**config.mk**
```make
export PLATFORM = sky130hd
export DESIGN_NAME = global_alignment_score_matrix
export DESIGN_NICKNAME = d
export VERILOG_FILES = /design/src/hdl/gasm_pkg.sv /design/src/hdl/gasm_ctrl.sv /design/src/hdl/gasm_dp.sv /design/src/hdl/global_alignment_score_matrix.sv
export SDC_FILE = /design/constraint.sdc
export NUM_CORES = 1
export LEC_CHECK = 0
export ABC_AREA = 1
export BUFFER_PORTS_ARGS = -buffer_cell sky130_fd_sc_hd__buf_2
export CAP_MARGIN = 20
export CORE_ASPECT_RATIO = 1.75
export CORE_MARGIN = 2
export CORE_UTILIZATION = 50
export CTS_CLUSTER_DIAMETER = 50
export DETAILED_ROUTE_END_ITERATION = 12
export MAX_ROUTING_LAYER = met4
export PLACE_DENSITY_LB_ADDON = 0.15
export SETUP_SLACK_MARGIN = 0.5
export SLEW_MARGIN = 40
export SYNTH_ARGS = -nofsm -noshare
export SYNTH_HDL_FRONTEND = slang
export SYNTH_SLANG_ARGS = --single-unit
```
**constraint.sdc**
```tcl
create_clock -name clk_i -period 10.65 [get_ports clk_i]
set_input_delay 2.13 -clock clk_i [delete_from_list [all_inputs] [get_ports clk_i]]
set_output_delay 2.13 -clock clk_i [all_outputs]
set_load 0.01 [all_outputs]
```
**src/hdl/gasm_pkg.sv**
```systemverilog
// ----------------------------------------------------------------------------
// gasm_pkg
// Shared sizes, codes and the controller-to-datapath command for the
// global alignment score matrix block.
// ----------------------------------------------------------------------------
package gasm_pkg;

  // Longest sequence held; the two widths below follow from it.
  localparam int unsigned MaxLen   = 32;
  localparam int unsigned ColW     = $clog2(MaxLen + 1);
  localparam int unsigned SeqAw    = (MaxLen > 1) ? $clog2(MaxLen) : 1;

  // Fixed port widths
  localparam int unsigned SymW     = 8;
  localparam int unsigned ScoreW   = 16;
  localparam int unsigned IdxW     = 6;
  localparam int unsigned CfgW     = 8;
  localparam int unsigned CfgIdxW  = 2;

  // Register indexes of the configuration port
  typedef enum logic [CfgIdxW-1:0] {
    CfgGap      = 2'd0,
    CfgMatch    = 2'd1,
    CfgMismatch = 2'd2
  } cfg_idx_e;

  // Reset values of the score registers
  localparam logic signed [CfgW-1:0] GapReset      = -8'sd1;
  localparam logic signed [CfgW-1:0] MatchReset    =  8'sd1;
  localparam logic signed [CfgW-1:0] MismatchReset = -8'sd1;

  // Datapath operations for the current cycle
  typedef enum logic [2:0] {
    OpNone   = 3'd0,
    OpErr    = 3'd1,
    OpBorder = 3'd2,
    OpSweep  = 3'd3,
    OpRow    = 3'd4
  } dp_op_e;

  typedef struct packed {
    dp_op_e            op;
    logic [ColW-1:0]   col;
    logic [ColW-1:0]   row;
    logic              last;
    logic              fin;
    logic              rd_en;
    logic [ColW-1:0]   prev_raddr;
    logic [SeqAw-1:0]  fs_raddr;
    logic              fs_we;
    logic [SeqAw-1:0]  fs_waddr;
    logic              sym_load;
  } dp_cmd_t;

endpackage

```
**src/hdl/gasm_ctrl.sv**
```systemverilog
// ----------------------------------------------------------------------------
// gasm_ctrl
// Sequencer: takes requests, keeps sequence lengths and walks the columns.
// ----------------------------------------------------------------------------
module gasm_ctrl (
  input  logic               clk_i,
  input  logic               rst_ni,
  input  logic               start_i,
  input  logic               action_i,
  input  logic               final_symbol_i,
  output logic               busy_o,
  output gasm_pkg::dp_cmd_t  cmd_o
);

  typedef enum logic [4:0] {
    StIdle   = 5'b00001,
    StErr    = 5'b00010,
    StBorder = 5'b00100,
    StSweep  = 5'b01000,
    StRow    = 5'b10000
  } state_e;

  state_e                      state_q, state_d;
  logic [gasm_pkg::ColW-1:0]   col_q, col_d;
  logic [gasm_pkg::ColW-1:0]   len_q, len_d;
  logic [gasm_pkg::ColW-1:0]   rows_q, rows_d;
  logic                        comp_q, comp_d;
  logic                        fin_q, fin_d;
  logic [gasm_pkg::ColW-1:0]   len_eff;
  logic                        last;
  logic                        fs_we;
  logic [gasm_pkg::SeqAw-1:0]  fs_waddr;
  logic                        sym_load;

  assign last   = (col_q == len_q);
  assign busy_o = (state_q != StIdle);

  always_comb begin
    state_d  = state_q;
    col_d    = col_q;
    len_d    = len_q;
    rows_d   = rows_q;
    comp_d   = comp_q;
    fin_d    = fin_q;
    len_eff  = len_q;
    fs_we    = 1'b0;
    fs_waddr = '0;
    sym_load = 1'b0;
    unique case (state_q)
      StIdle: begin
        if (start_i) begin
          fin_d    = final_symbol_i;
          sym_load = 1'b1;
          col_d    = '0;
          if (!action_i) begin
            // a load after the first sequence has closed opens a new first sequence
            if (comp_q) begin
              len_eff = '0;
              comp_d  = 1'b0;
              rows_d  = '0;
            end
            if (len_eff == gasm_pkg::ColW'(gasm_pkg::MaxLen)) begin
              state_d = StErr;
              if (final_symbol_i) begin
                comp_d = 1'b1;
                rows_d = '0;
              end
            end else begin
              fs_we    = 1'b1;
              fs_waddr = len_eff[gasm_pkg::SeqAw-1:0];
              len_d    = len_eff + gasm_pkg::ColW'(1);
              if (final_symbol_i) begin
                comp_d  = 1'b1;
                rows_d  = '0;
                state_d = StBorder;
              end
            end
          end else if (comp_q) begin
            if (rows_q == gasm_pkg::ColW'(gasm_pkg::MaxLen)) begin
              state_d = StErr;
              if (final_symbol_i) begin
                rows_d = '0;
              end
            end else begin
              rows_d  = rows_q + gasm_pkg::ColW'(1);
              state_d = StRow;
            end
          end
        end
      end
      StErr: begin
        state_d = fin_q ? StSweep : StIdle;
      end
      StBorder, StSweep, StRow: begin
        col_d = col_q + gasm_pkg::ColW'(1);
        if (last) begin
          state_d = StIdle;
          col_d   = '0;
          if (state_q == StRow && fin_q) begin
            rows_d = '0;
          end
        end
      end
      default: begin
        state_d = StIdle;
      end
    endcase
  end

  always_ff @(posedge clk_i or negedge rst_ni) begin
    if (!rst_ni) begin
      state_q <= StIdle;
      col_q   <= '0;
      len_q   <= '0;
      rows_q  <= '0;
      comp_q  <= 1'b0;
      fin_q   <= 1'b0;
    end else begin
      state_q <= state_d;
      col_q   <= col_d;
      len_q   <= len_d;
      rows_q  <= rows_d;
      comp_q  <= comp_d;
      fin_q   <= fin_d;
    end
  end

  always_comb begin
    unique case (state_q)
      StErr:    cmd_o.op = gasm_pkg::OpErr;
      StBorder: cmd_o.op = gasm_pkg::OpBorder;
      StSweep:  cmd_o.op = gasm_pkg::OpSweep;
      StRow:    cmd_o.op = gasm_pkg::OpRow;
      default:  cmd_o.op = gasm_pkg::OpNone;
    endcase
    cmd_o.col        = col_q;
    cmd_o.row        = rows_q;
    cmd_o.last       = last;
    cmd_o.fin        = fin_q;
    // prefetch the next column; idle reads column 0 ahead of a row
    cmd_o.rd_en      = (state_q == StIdle) || ((state_q == StRow) && !last);
    cmd_o.prev_raddr = (state_q == StRow) ? (col_q + gasm_pkg::ColW'(1)) : '0;
    cmd_o.fs_raddr   = col_q[gasm_pkg::SeqAw-1:0];
    cmd_o.fs_we      = fs_we;
    cmd_o.fs_waddr   = fs_waddr;
    cmd_o.sym_load   = sym_load;
  end

endmodule

```
**src/hdl/gasm_dp.sv**
```systemverilog
// ----------------------------------------------------------------------------
// gasm_dp
// Datapath: score registers, sequence and row memories, cell update and
// registered result.
// ----------------------------------------------------------------------------
module gasm_dp (
  input  logic                              clk_i,
  input  logic                              rst_ni,
  input  logic                              cfg_we_i,
  input  logic [gasm_pkg::CfgIdxW-1:0]      cfg_idx_i,
  input  logic [gasm_pkg::CfgW-1:0]         cfg_wdata_i,
  input  logic [gasm_pkg::SymW-1:0]         symbol_i,
  input  gasm_pkg::dp_cmd_t                 cmd_i,
  output logic                              result_valid_o,
  output logic signed [gasm_pkg::ScoreW-1:0] score_o,
  output logic [gasm_pkg::IdxW-1:0]         row_index_o,
  output logic [gasm_pkg::IdxW-1:0]         column_index_o,
  output logic                              row_end_o,
  output logic                              too_long_o
);

  logic signed [gasm_pkg::CfgW-1:0]   gap_q, match_q, mismatch_q;
  logic [gasm_pkg::SymW-1:0]          fs_mem [gasm_pkg::MaxLen];
  logic signed [gasm_pkg::ScoreW-1:0] prev_mem [gasm_pkg::MaxLen + 1];
  logic [gasm_pkg::SymW-1:0]          fs_rd_q, sym_q;
  logic signed [gasm_pkg::ScoreW-1:0] prev_rd_q;
  logic signed [gasm_pkg::ScoreW-1:0] diag_q, diag_d, left_q, left_d;

  logic [gasm_pkg::ColW-1:0]          mul_opnd;
  logic signed [gasm_pkg::ColW+gasm_pkg::CfgW:0] prod;
  logic signed [gasm_pkg::ScoreW-1:0] mul_s, gap_s, diag_sc;
  logic signed [gasm_pkg::ScoreW-1:0] cand_a, cand_b, cand_c, cell_max;
  logic                               prev_we;
  logic signed [gasm_pkg::ScoreW-1:0] prev_wdata;

  logic                               valid_d;
  logic signed [gasm_pkg::ScoreW-1:0] score_d;
  logic [gasm_pkg::IdxW-1:0]          row_d, col_d;
  logic                               end_d, err_d;

  // configuration registers
  always_ff @(posedge clk_i or negedge rst_ni) begin
    if (!rst_ni) begin
      gap_q      <= gasm_pkg::GapReset;
      match_q    <= gasm_pkg::MatchReset;
      mismatch_q <= gasm_pkg::MismatchReset;
    end else if (cfg_we_i) begin
      unique case (cfg_idx_i)
        gasm_pkg::CfgGap:      gap_q      <= cfg_wdata_i;
        gasm_pkg::CfgMatch:    match_q    <= cfg_wdata_i;
        gasm_pkg::CfgMismatch: mismatch_q <= cfg_wdata_i;
        default: ;
      endcase
    end
  end

  // column 0 of a row scales the row number, elsewhere the column number
  assign mul_opnd = ((cmd_i.op == gasm_pkg::OpRow) && (cmd_i.col == '0)) ? cmd_i.row
                                                                         : cmd_i.col;
  assign prod     = $signed({1'b0, mul_opnd}) * gap_q;
  assign mul_s    = gasm_pkg::ScoreW'(prod);
  assign gap_s    = gasm_pkg::ScoreW'(gap_q);
  assign diag_sc  = (fs_rd_q == sym_q) ? gasm_pkg::ScoreW'(match_q)
                                       : gasm_pkg::ScoreW'(mismatch_q);
  assign cand_a   = diag_q + diag_sc;
  assign cand_b   = prev_rd_q + gap_s;
  assign cand_c   = left_q + gap_s;

  always_comb begin
    cell_max = cand_a;
    if (cand_b > cell_max) cell_max = cand_b;
    if (cand_c > cell_max) cell_max = cand_c;
  end

  always_comb begin
    valid_d    = 1'b0;
    score_d    = '0;
    row_d      = '0;
    col_d      = gasm_pkg::IdxW'(cmd_i.col);
    end_d      = cmd_i.last;
    err_d      = 1'b0;
    prev_we    = 1'b0;
    prev_wdata = mul_s;
    diag_d     = diag_q;
    left_d     = left_q;
    unique case (cmd_i.op)
      gasm_pkg::OpErr: begin
        valid_d = 1'b1;
        col_d   = '0;
        end_d   = 1'b0;
        err_d   = 1'b1;
      end
      gasm_pkg::OpBorder: begin
        valid_d = 1'b1;
        score_d = mul_s;
        prev_we = 1'b1;
      end
      gasm_pkg::OpSweep: begin
        prev_we = 1'b1;
      end
      gasm_pkg::OpRow: begin
        valid_d = 1'b1;
        row_d   = gasm_pkg::IdxW'(cmd_i.row);
        prev_we = 1'b1;
        diag_d  = prev_rd_q;
        if (cmd_i.col == '0) begin
          score_d    = mul_s;
          left_d     = mul_s;
          prev_wdata = cmd_i.fin ? '0 : mul_s;
        end else begin
          score_d    = cell_max;
          left_d     = cell_max;
          // on the last row restore the border as the row goes by
          prev_wdata = cmd_i.fin ? mul_s : cell_max;
        end
      end
      default: ;
    endcase
  end

  // memories: one write, registered reads
  always_ff @(posedge clk_i) begin
    if (cmd_i.fs_we) begin
      fs_mem[cmd_i.fs_waddr] <= symbol_i;
    end
    if (prev_we) begin
      prev_mem[cmd_i.col] <= prev_wdata;
    end
    if (cmd_i.rd_en) begin
      prev_rd_q <= prev_mem[cmd_i.prev_raddr];
      fs_rd_q   <= fs_mem[cmd_i.fs_raddr];
    end
    if (cmd_i.sym_load) begin
      sym_q <= symbol_i;
    end
  end

  always_ff @(posedge clk_i) begin
    diag_q         <= diag_d;
    left_q         <= left_d;
    score_o        <= score_d;
    row_index_o    <= row_d;
    column_index_o <= col_d;
    row_end_o      <= end_d;
    too_long_o     <= err_d;
  end

  always_ff @(posedge clk_i or negedge rst_ni) begin
    if (!rst_ni) begin
      result_valid_o <= 1'b0;
    end else begin
      result_valid_o <= valid_d;
    end
  end

endmodule

```
**src/hdl/global_alignment_score_matrix.sv**
```systemverilog
// The first result of a request is registered from the state that the accepting edge enters.
// Throughput: a closing load or a row request walks first length plus one columns, one
//   cell a cycle with busy_o high; the next request is taken only once busy_o is low again.
// Other loads and ignored rows leave busy_o low; a dropped request gives one error result,
//   plus a silent border rewrite of first length plus one columns if it closes.
// Results cannot be stalled. Reset is asynchronous, active low; scores reset to -1/1/-1.
// ----------------------------------------------------------------------------
// global_alignment_score_matrix
// Linear-gap global alignment score matrix, one row per second-sequence
// symbol, built from a sequencer and a cell datapath.
// ----------------------------------------------------------------------------
module global_alignment_score_matrix (
  input  logic                               clk_i,
  input  logic                               rst_ni,
  // request port
  input  logic                               start_i,
  output logic                               busy_o,
  input  logic                               action_i,
  input  logic [gasm_pkg::SymW-1:0]          symbol_i,
  input  logic                               final_symbol_i,
  // configuration write port
  input  logic                               cfg_we_i,
  input  logic [gasm_pkg::CfgIdxW-1:0]       cfg_idx_i,
  input  logic [gasm_pkg::CfgW-1:0]          cfg_wdata_i,
  // result port
  output logic                               result_valid_o,
  output logic signed [gasm_pkg::ScoreW-1:0] score_o,
  output logic [gasm_pkg::IdxW-1:0]          row_index_o,
  output logic [gasm_pkg::IdxW-1:0]          column_index_o,
  output logic                               row_end_o,
  output logic                               too_long_o
);

  // Commands from the sequencer to the datapath, one per cycle
  gasm_pkg::dp_cmd_t cmd;

  // Sequencer: holds the sequence lengths and the row count, decides what each
  // request does, and steps the column counter for border, sweep and row walks.
  gasm_ctrl u_ctrl (
    .clk_i          (clk_i),
    .rst_ni         (rst_ni),
    .start_i        (start_i),
    .action_i       (action_i),
    .final_symbol_i (final_symbol_i),
    .busy_o         (busy_o),
    .cmd_o          (cmd)
  );

  // Datapath: first-sequence memory, previous-row memory with the next column
  // prefetched, the three-way cell maximum, and the registered result.
  gasm_dp u_dp (
    .clk_i          (clk_i),
    .rst_ni         (rst_ni),
    .cfg_we_i       (cfg_we_i),
    .cfg_idx_i      (cfg_idx_i),
    .cfg_wdata_i    (cfg_wdata_i),
    .symbol_i       (symbol_i),
    .cmd_i          (cmd),
    .result_valid_o (result_valid_o),
    .score_o        (score_o),
    .row_index_o    (row_index_o),
    .column_index_o (column_index_o),
    .row_end_o      (row_end_o),
    .too_long_o     (too_long_o)
  );

endmodule

```
==> reports/qor.txt, run 1 <==
TritonRoute pass-1 iters - 5
Port buffer count - 55
# resized after CTS - 0
Final Setup Violations - 0
Initial Util - 50.5%
Crit start category - register
Final hold viol count - 0
Post-Syn Area - 41600 µm²
Max VDD drop - 0.000301 V
Row count - 139
Clock Skew - 38.4 ps
TritonCTS Buffers - 86
Top Ports - 56
Dpl hpwl - 84.3 mm
CTS tree - yes
Sink Count - 928
Max_slew headroom - 40.2%
H-tree depth - 3
Crit path arrival time - 9110 ps
Tightest Pin Transition - 893 ps
Antenna viol nets, final - 0
Routed WL per cell - 26.7 µm
Vias in the first global route - 28800
Post-CTS Setup Bufs - 0
Crit Path Category - reg2reg
Worst-Skew Late Latency - 700 ps
Status - completed
Final period util - 81.5%
First-pass GRT wire length - 184 mm
Die Span X - 222 µm
Max clock buf depth - 3
Initial antenna violation count - 3
P&R area growth vs syn - 11.5%
Overall routing resource usage - 30.4%
Crit path buf inv count - 6
Hold WS - 469 ps
Layout Nets - 3780
Synth warn - 0
Critical path's top delay family - simple AND/OR/NAND/NOR gates
Final TNS setup - 0 ps
GR Overflow Total - 0
Slowest CP cell - nor4_1
Critical path data required time - 11090 ps
Vias per cell - 6.07
Min-Delay Path Class - reg2reg
Crit path top cell by count - nand2_1
Pleak - 17.2 nW
Pwr/cell area - 301 nW/µm²
RSZ-0062 raised after global routing - no
Die area - 85600 µm²
Filler cells - 6854
#FFs+latches synth - 928
F_max - 115 MHz
Layout cells sized above 1 - 12.1%
CTS Hold Bufs - 0
Reg area - 27300 µm²
Critical path's largest stage delay - 620 ps
Fin crit period - 8680 ps
Largest net degree at the start of global routing - 125
Syn Inst Count - 3544
Sequential-to-total area share from yosys stat - 65.7%
Setup crit end kind - register
Clk root buf - clkbuf_16
CORE AREA - 82300 µm²
Residual DRC count - 0
Area of the multi-input gates - 12700 µm²
Cell variety after synth - 62
Clock slew seen by the registers of the worst setup and hold paths - 70 ps
Max Cap Violations - 0
Placer congestion estimate - 0.955
Iter 0 DRT Violations - 2665
CP Max Fanout - 22
Die height - 385 µm
Detailed Route WL - 126 mm
Vias - 28700
Synthesized Nets - 3718
Final Max Tran Viols - 0
Mapped Avg Cell Area - 11.7 µm²
-- per-layer routing --
layer  track usage [%]  vias to the layer above  part of all wire, %
met5                 -                        -                    0
met4              20.1                        0                  7.3
met3              3.33                      391                  5.2
met2              55.5                     1191                   54
met1              30.7                    14300                   34
li1                  -                    12900                    -
-- worst register-to-register path: cells and delay by family (launching register included) --
kind | cells | cell delay (ps)
adder cells (fa/ha/maj) | 3 | 1040
XOR/XNOR | 2 | 520
multiplexers | 1 | 430
buffers and inverters | 6 | 740
AO/OA/AOI/OAI | 7 | 1300
AND/OR/NAND/NOR | 20 | 4000
flip-flops | 1 | 380
-- final cells by class --
class	count	share of cell area, %
diodes	1	0.00540
clock buffers	105	4.95
clock inverters	52	1.39
inverters	285	2.35
multi-input cells	2174	27.5
flip-flops and latches	928	58.9
well taps	1057	2.85
repair buffers	131	2.05
-- sequential cells by signal, summed over array words and instances, names as in the netlist, 16 cells and up --
signal and flops:
u_dp.diag_q 16, u_dp.fs_mem 256, u_dp.left_q 16, u_dp.prev_mem 528, u_dp.prev_rd_q 16, u_dp.score_o 16
-- through the flow --
step	worst slack [ps]	power, W	cell area (µm²)	std cells	util [%]
finish	1970	0.0140	46400	4733	56.4
global placement	1950	0.0106	43200	4565	52.5
global route	1330	0.0146	46400	4732	56.4
CTS	1770	0.0139	46300	4727	56.2
floorplan	3190	0.00859	41600	3544	-
detailed placement	1830	0.0107	43300	4570	52.7
-- final timing paths --
| kind | from | to | slack, ps | cells past startpoint |
|---|---|---|---|---|
| setup / recovery | u_dp.sym_q[5] | u_dp.prev_mem[7][8] | 1970 | 39 |
| hold / removal | u_dp.prev_rd_q[7] | u_dp.diag_q[7] | 470 | 0 |
| setup reg to reg | u_dp.sym_q[5] | u_dp.prev_mem[7][8] | 1970 | 39 |
| hold reg to reg | u_dp.prev_rd_q[7] | u_dp.diag_q[7] | 470 | 0 |
| max in group asynchronous | rst_ni | u_dp.match_q[4] | 8560 | 2 |
| min in group asynchronous | rst_ni | u_ctrl.state_q[3] | 1580 | 2 |
-- cell usage after synthesis, drive strengths merged --
cell type / n / area (µm²)
o22ai: 121 / 757
dfstp: 18 / 473
nor3: 17 / 96.4
o211ai: 12 / 90.1
o21ai: 171 / 860
o21a: 1 / 7.51
mux2: 6 / 67.6
nor4: 10 / 68.8
inv: 283 / 1060
o2bb2ai: 1 / 8.76
nand2: 726 / 2760
a211oi: 3 / 22.5
ha: 112 / 1400
edfxtp: 848 / 25500
fa: 38 / 761
dfrtp: 32 / 801
a221o: 3 / 30.0
a22o: 25 / 219
o32ai: 10 / 87.6
o21bai: 9 / 67.6
nand4: 62 / 394
nand3b: 1 / 7.51
buf: 56 / 292
and2: 7 / 43.8
o31ai: 5 / 37.5
a221oi: 33 / 289
o311ai: 2 / 17.5
nand3: 151 / 801
a31o: 59 / 517
clkbuf: 101 / 379
o221ai: 3 / 26.3
clkinv: 2 / 7.51
a32o: 1 / 10.0
xnor2: 19 / 166
or2: 10 / 62.6
a22oi: 28 / 210
xor2: 46 / 410
a21oi: 248 / 1240
a31oi: 10 / 62.6
a2111oi: 1 / 8.76
dfxtp: 30 / 601
a21o: 2 / 15.0
nor2: 221 / 878
-- cells in the final DEF (no fill, tap or decap), types with 8 or more instances in the layout --
cell type and instances:
inv_1 272, clkinv_1 12, xor2_1 45, buf_8 8, nor3_1 11, clkinv_2 14
o22ai_1 121, o21ai_1 14, a22oi_1 28, nor4_1 8, clkbuf_1 13, nor2_2 27
o32ai_1 10, buf_4 63, o21bai_1 9, o21ai_4 10, nand3_1 144, dfstp_2 18
dfxtp_1 30, a31o_2 59, xnor2_1 19, or2_2 10, clkbuf_16 88, dfrtp_1 32
nand2_1 711, buf_2 55, bufinv_16 9, ha_1 112, nand4_1 61, o211ai_1 12
o21ai_0 146, edfxtp_1 848, a31oi_1 10, nand2_2 14, a21oi_1 247, nor2_1 188
a221oi_1 33, fa_1 38, a22o_1 25
-- kinds of logic (layout without fill, tap and decap cells) --
| family | after synthesis | after routing | synth area share (%) |
|---|---|---|---|
| buffers and inverters | 442 | 573 | 4.19 |
| flip-flops | 928 | 928 | 65.7 |
| AO/OA/AOI/OAI | 748 | 748 | 11.0 |
| other | 0 | 1 | 0 |
| AND/OR/NAND/NOR | 1205 | 1205 | 12.3 |
| adder cells (fa/ha/maj) | 150 | 150 | 5.20 |
| XOR/XNOR | 65 | 65 | 1.39 |
| multiplexers | 6 | 6 | 0.162 |
-- report_power, final --
| group | leakage, nW | internal (W) | switching (W) |
|---|---|---|---|
| Combinational | 7.19 | 0.00170 | 0.00416 |
| Clock | 1.43 | 0.00179 | 0.00141 |
| Sequential | 8.59 | 0.00476 | 0.000153 |
| Total | 17.2 | 0.00825 | 0.00573 |
Power figures use the tool's default switching activity.
==> run 2, diff against run 1 <==
Clock period 10.65 ns to 8.7 ns, I/O delays scaled along.
==> run 2 against run 1 <==
Clock-buffer cell count is 3 higher. First-iteration DRC count up 4.0%. Register-to-register slack lost 1000 ps. Die area unchanged. Clock skew down 3.5 ps. Cell area grew 0.63%. Combinational power up 33%. Via count grew 1.5%. Critical path type unchanged. Critical endpoint is now u_dp.prev_mem[8][9]. Largest cell class unchanged. Largest power group unchanged. Highest routed layer unchanged.
==> reports/qor.txt, run 2 (synthesis gave the netlist of run 1 again) <==
Status - completed
Area of the multi-input gates - 13000 µm²
Die area - 85600 µm²
Max VDD drop - 0.000590 V
Crit path top cell by count - inv_1
Die Span X - 222 µm
Crit path arrival time - 8070 ps
CTS tree - yes
Most frequent cells in the layout - 848 x edfxtp_1, 709 x nand2_1, 272 x inv_1, 247 x a21oi_1, 182 x nor2_1
Setup crit end kind - register
Layout cells sized above 1 - 13.3%
TritonRoute pass-1 iters - 6
Max reg flops - 528
Top Ports - 56
Pwr/cell area - 376 nW/µm²
F_max - 129 MHz
Fin cells - 4768
RSZ-0062 raised after global routing - no
Final Max Tran Viols - 0
Crit Path Category - reg2reg
Max Cap Violations - 0
H-tree depth - 3
Worst R2R Path Depth - 42
Port buffer count - 55
Hold path start - u_dp.match_q[6]
Most common cell after layout, fill and taps aside - edfxtp_1
Pleak - 17.3 nW
Filler cells - 6805
Final TNS setup - 0 ps
Routed WL per cell - 27.9 µm
Hold Crit Depth - 2
Largest regs - u_dp.prev_mem: 528 flops, u_dp.fs_mem: 256 flops
Final Setup Violations - 0
Initial antenna violation count - 1
Pwr Total - 0.0175 W
Vias - 29100
Worst reg2reg startpoint - u_dp.sym_q[1]
Biggest register - u_dp.prev_mem
Placer congestion estimate - 0.950
Dpl hpwl - 87.8 mm
Antenna viol nets, final - 0
Row count - 139
Slowest CP cell - fa_1
Vias per cell - 6.11
Final Cell Area - 46700 µm²
GR Overflow Total - 0
Area of placed instances - 43500 µm²
P&R area growth vs syn - 12.2%
Overall routing resource usage - 31.6%
Worst-Skew Late Latency - 680 ps
Clock Skew - 35.0 ps
Final hold viol count - 0
Final period util - 89.0%
Critical path data required time - 9020 ps
First-pass GRT wire length - 189 mm
Fin crit period - 7740 ps
Sink Count - 928
Largest net degree at the start of global routing - 141
CP Max Fanout - 22
Layout Nets - 3817
Clock slew seen by the registers of the worst setup and hold paths - 70 ps
Max_slew headroom - 29.6%
Residual DRC count - 0
Tightest Pin Transition - 1050 ps
Vias in the first global route - 28600
Initial Util - 50.5%
CTS Hold Bufs - 0
CORE AREA - 82300 µm²
TritonCTS Buffers - 85
Max clock buf depth - 3
CP startpoint - u_dp.sym_q[1]
Critical path's largest stage delay - 440 ps
Iter 0 DRT Violations - 2771
Reg area - 27300 µm²
Clk root buf - clkbuf_16
Crit start category - register
Post-Place Cells - 4586
Die height - 385 µm
Detailed Route WL - 133 mm
Min-Delay Path Class - reg2reg
==> run 2: changes by cell type in the layout (fill, tap and decap cells not counted), moves of 4 or more <==
cell / previous run / this run
nor2_1: 188 / 182
o21ai_4: 10 / 17
buf_12: 1 / 6
nor2_2: 27 / 31
clkbuf_1: 13 / 22
buf_4: 63 / 87
nand3_1: 144 / 139
nand3_2: 5 / 9
==> run 2: metrics by stage <==
| stage | utilization, % | hold slack (ps) | setup slack, ps |
|---|---|---|---|
| floorplan | - | 433 | 1240 |
| global placement | 52.7 | 465 | 303 |
| detailed placement | 52.9 | 470 | 415 |
| CTS | 56.2 | 486 | 575 |
| global route | 56.7 | 517 | 446 |
| finish | 56.7 | 485 | 956 |
==> run 2: cell type report <==
| type | count | area share (%) |
|---|---|---|
| Timing Repair inverter | 1 | 0.0161 |
| Inverter | 285 | 2.33 |
| Clock inverter | 45 | 1.02 |
| Antenna cell | 2 | 0.0107 |
| Clock buffer | 108 | 4.79 |
| Sequential cell | 928 | 58.6 |
| Tap cell | 1057 | 2.83 |
| Timing Repair Buffer | 157 | 2.54 |
| Multi-Input combinational cell | 2185 | 27.9 |
==> run 2: per-layer routing <==
metal / routed length, µm / up-vias / track usage, %
met2: 71200 / 1335 / 57.2
li1: - / 13000 / -
met1: 43300 / 14500 / 32.4
met3: 8340 / 391 / 3.45
met5: 0 / - / -
met4: 10300 / 0 / 21.0
==> run 2: final timing paths <==
| path | end | slack [ps] |
|---|---|---|
| max | u_dp.prev_mem[8][9] | 960 |
| min | u_dp.match_q[6] | 480 |
| max reg2reg | u_dp.prev_mem[8][9] | 960 |
| min reg2reg | u_dp.match_q[6] | 480 |
| max in group asynchronous | u_ctrl.col_q[3] | 6930 |
| min in group asynchronous | u_ctrl.rows_q[0] | 1220 |
==> run 2: critical path: cells and delay by family (launching register included) <==
kind                       cells  cell delay, ps
AOI/OAI and AO/OA              7            1240
xor gates and xnor gates       2             560
adders and majority gates      4            1260
buffers and inverters         10             980
DFF                            1             380
muxes                          1             240
and+or+nand+nor               18            2690
==> run 2: what timing repair did <==
item                                    CTS  global route
endpoints found under the setup margin  305           560
hold endpoints to repair                  0             0
gates resized for setup                   2            26
pin swaps                                 0             5
buffers inserted                          0            11
gates cloned                              0            12
==> run 2: power breakdown <==
group,switching [W],total (W),internal (W)
clock,0.00166,0.00370,0.00204
combinational,0.00542,0.00782,0.00240
sequential,0.000196,0.00602,0.00582
total,0.00728,0.0175,0.0103
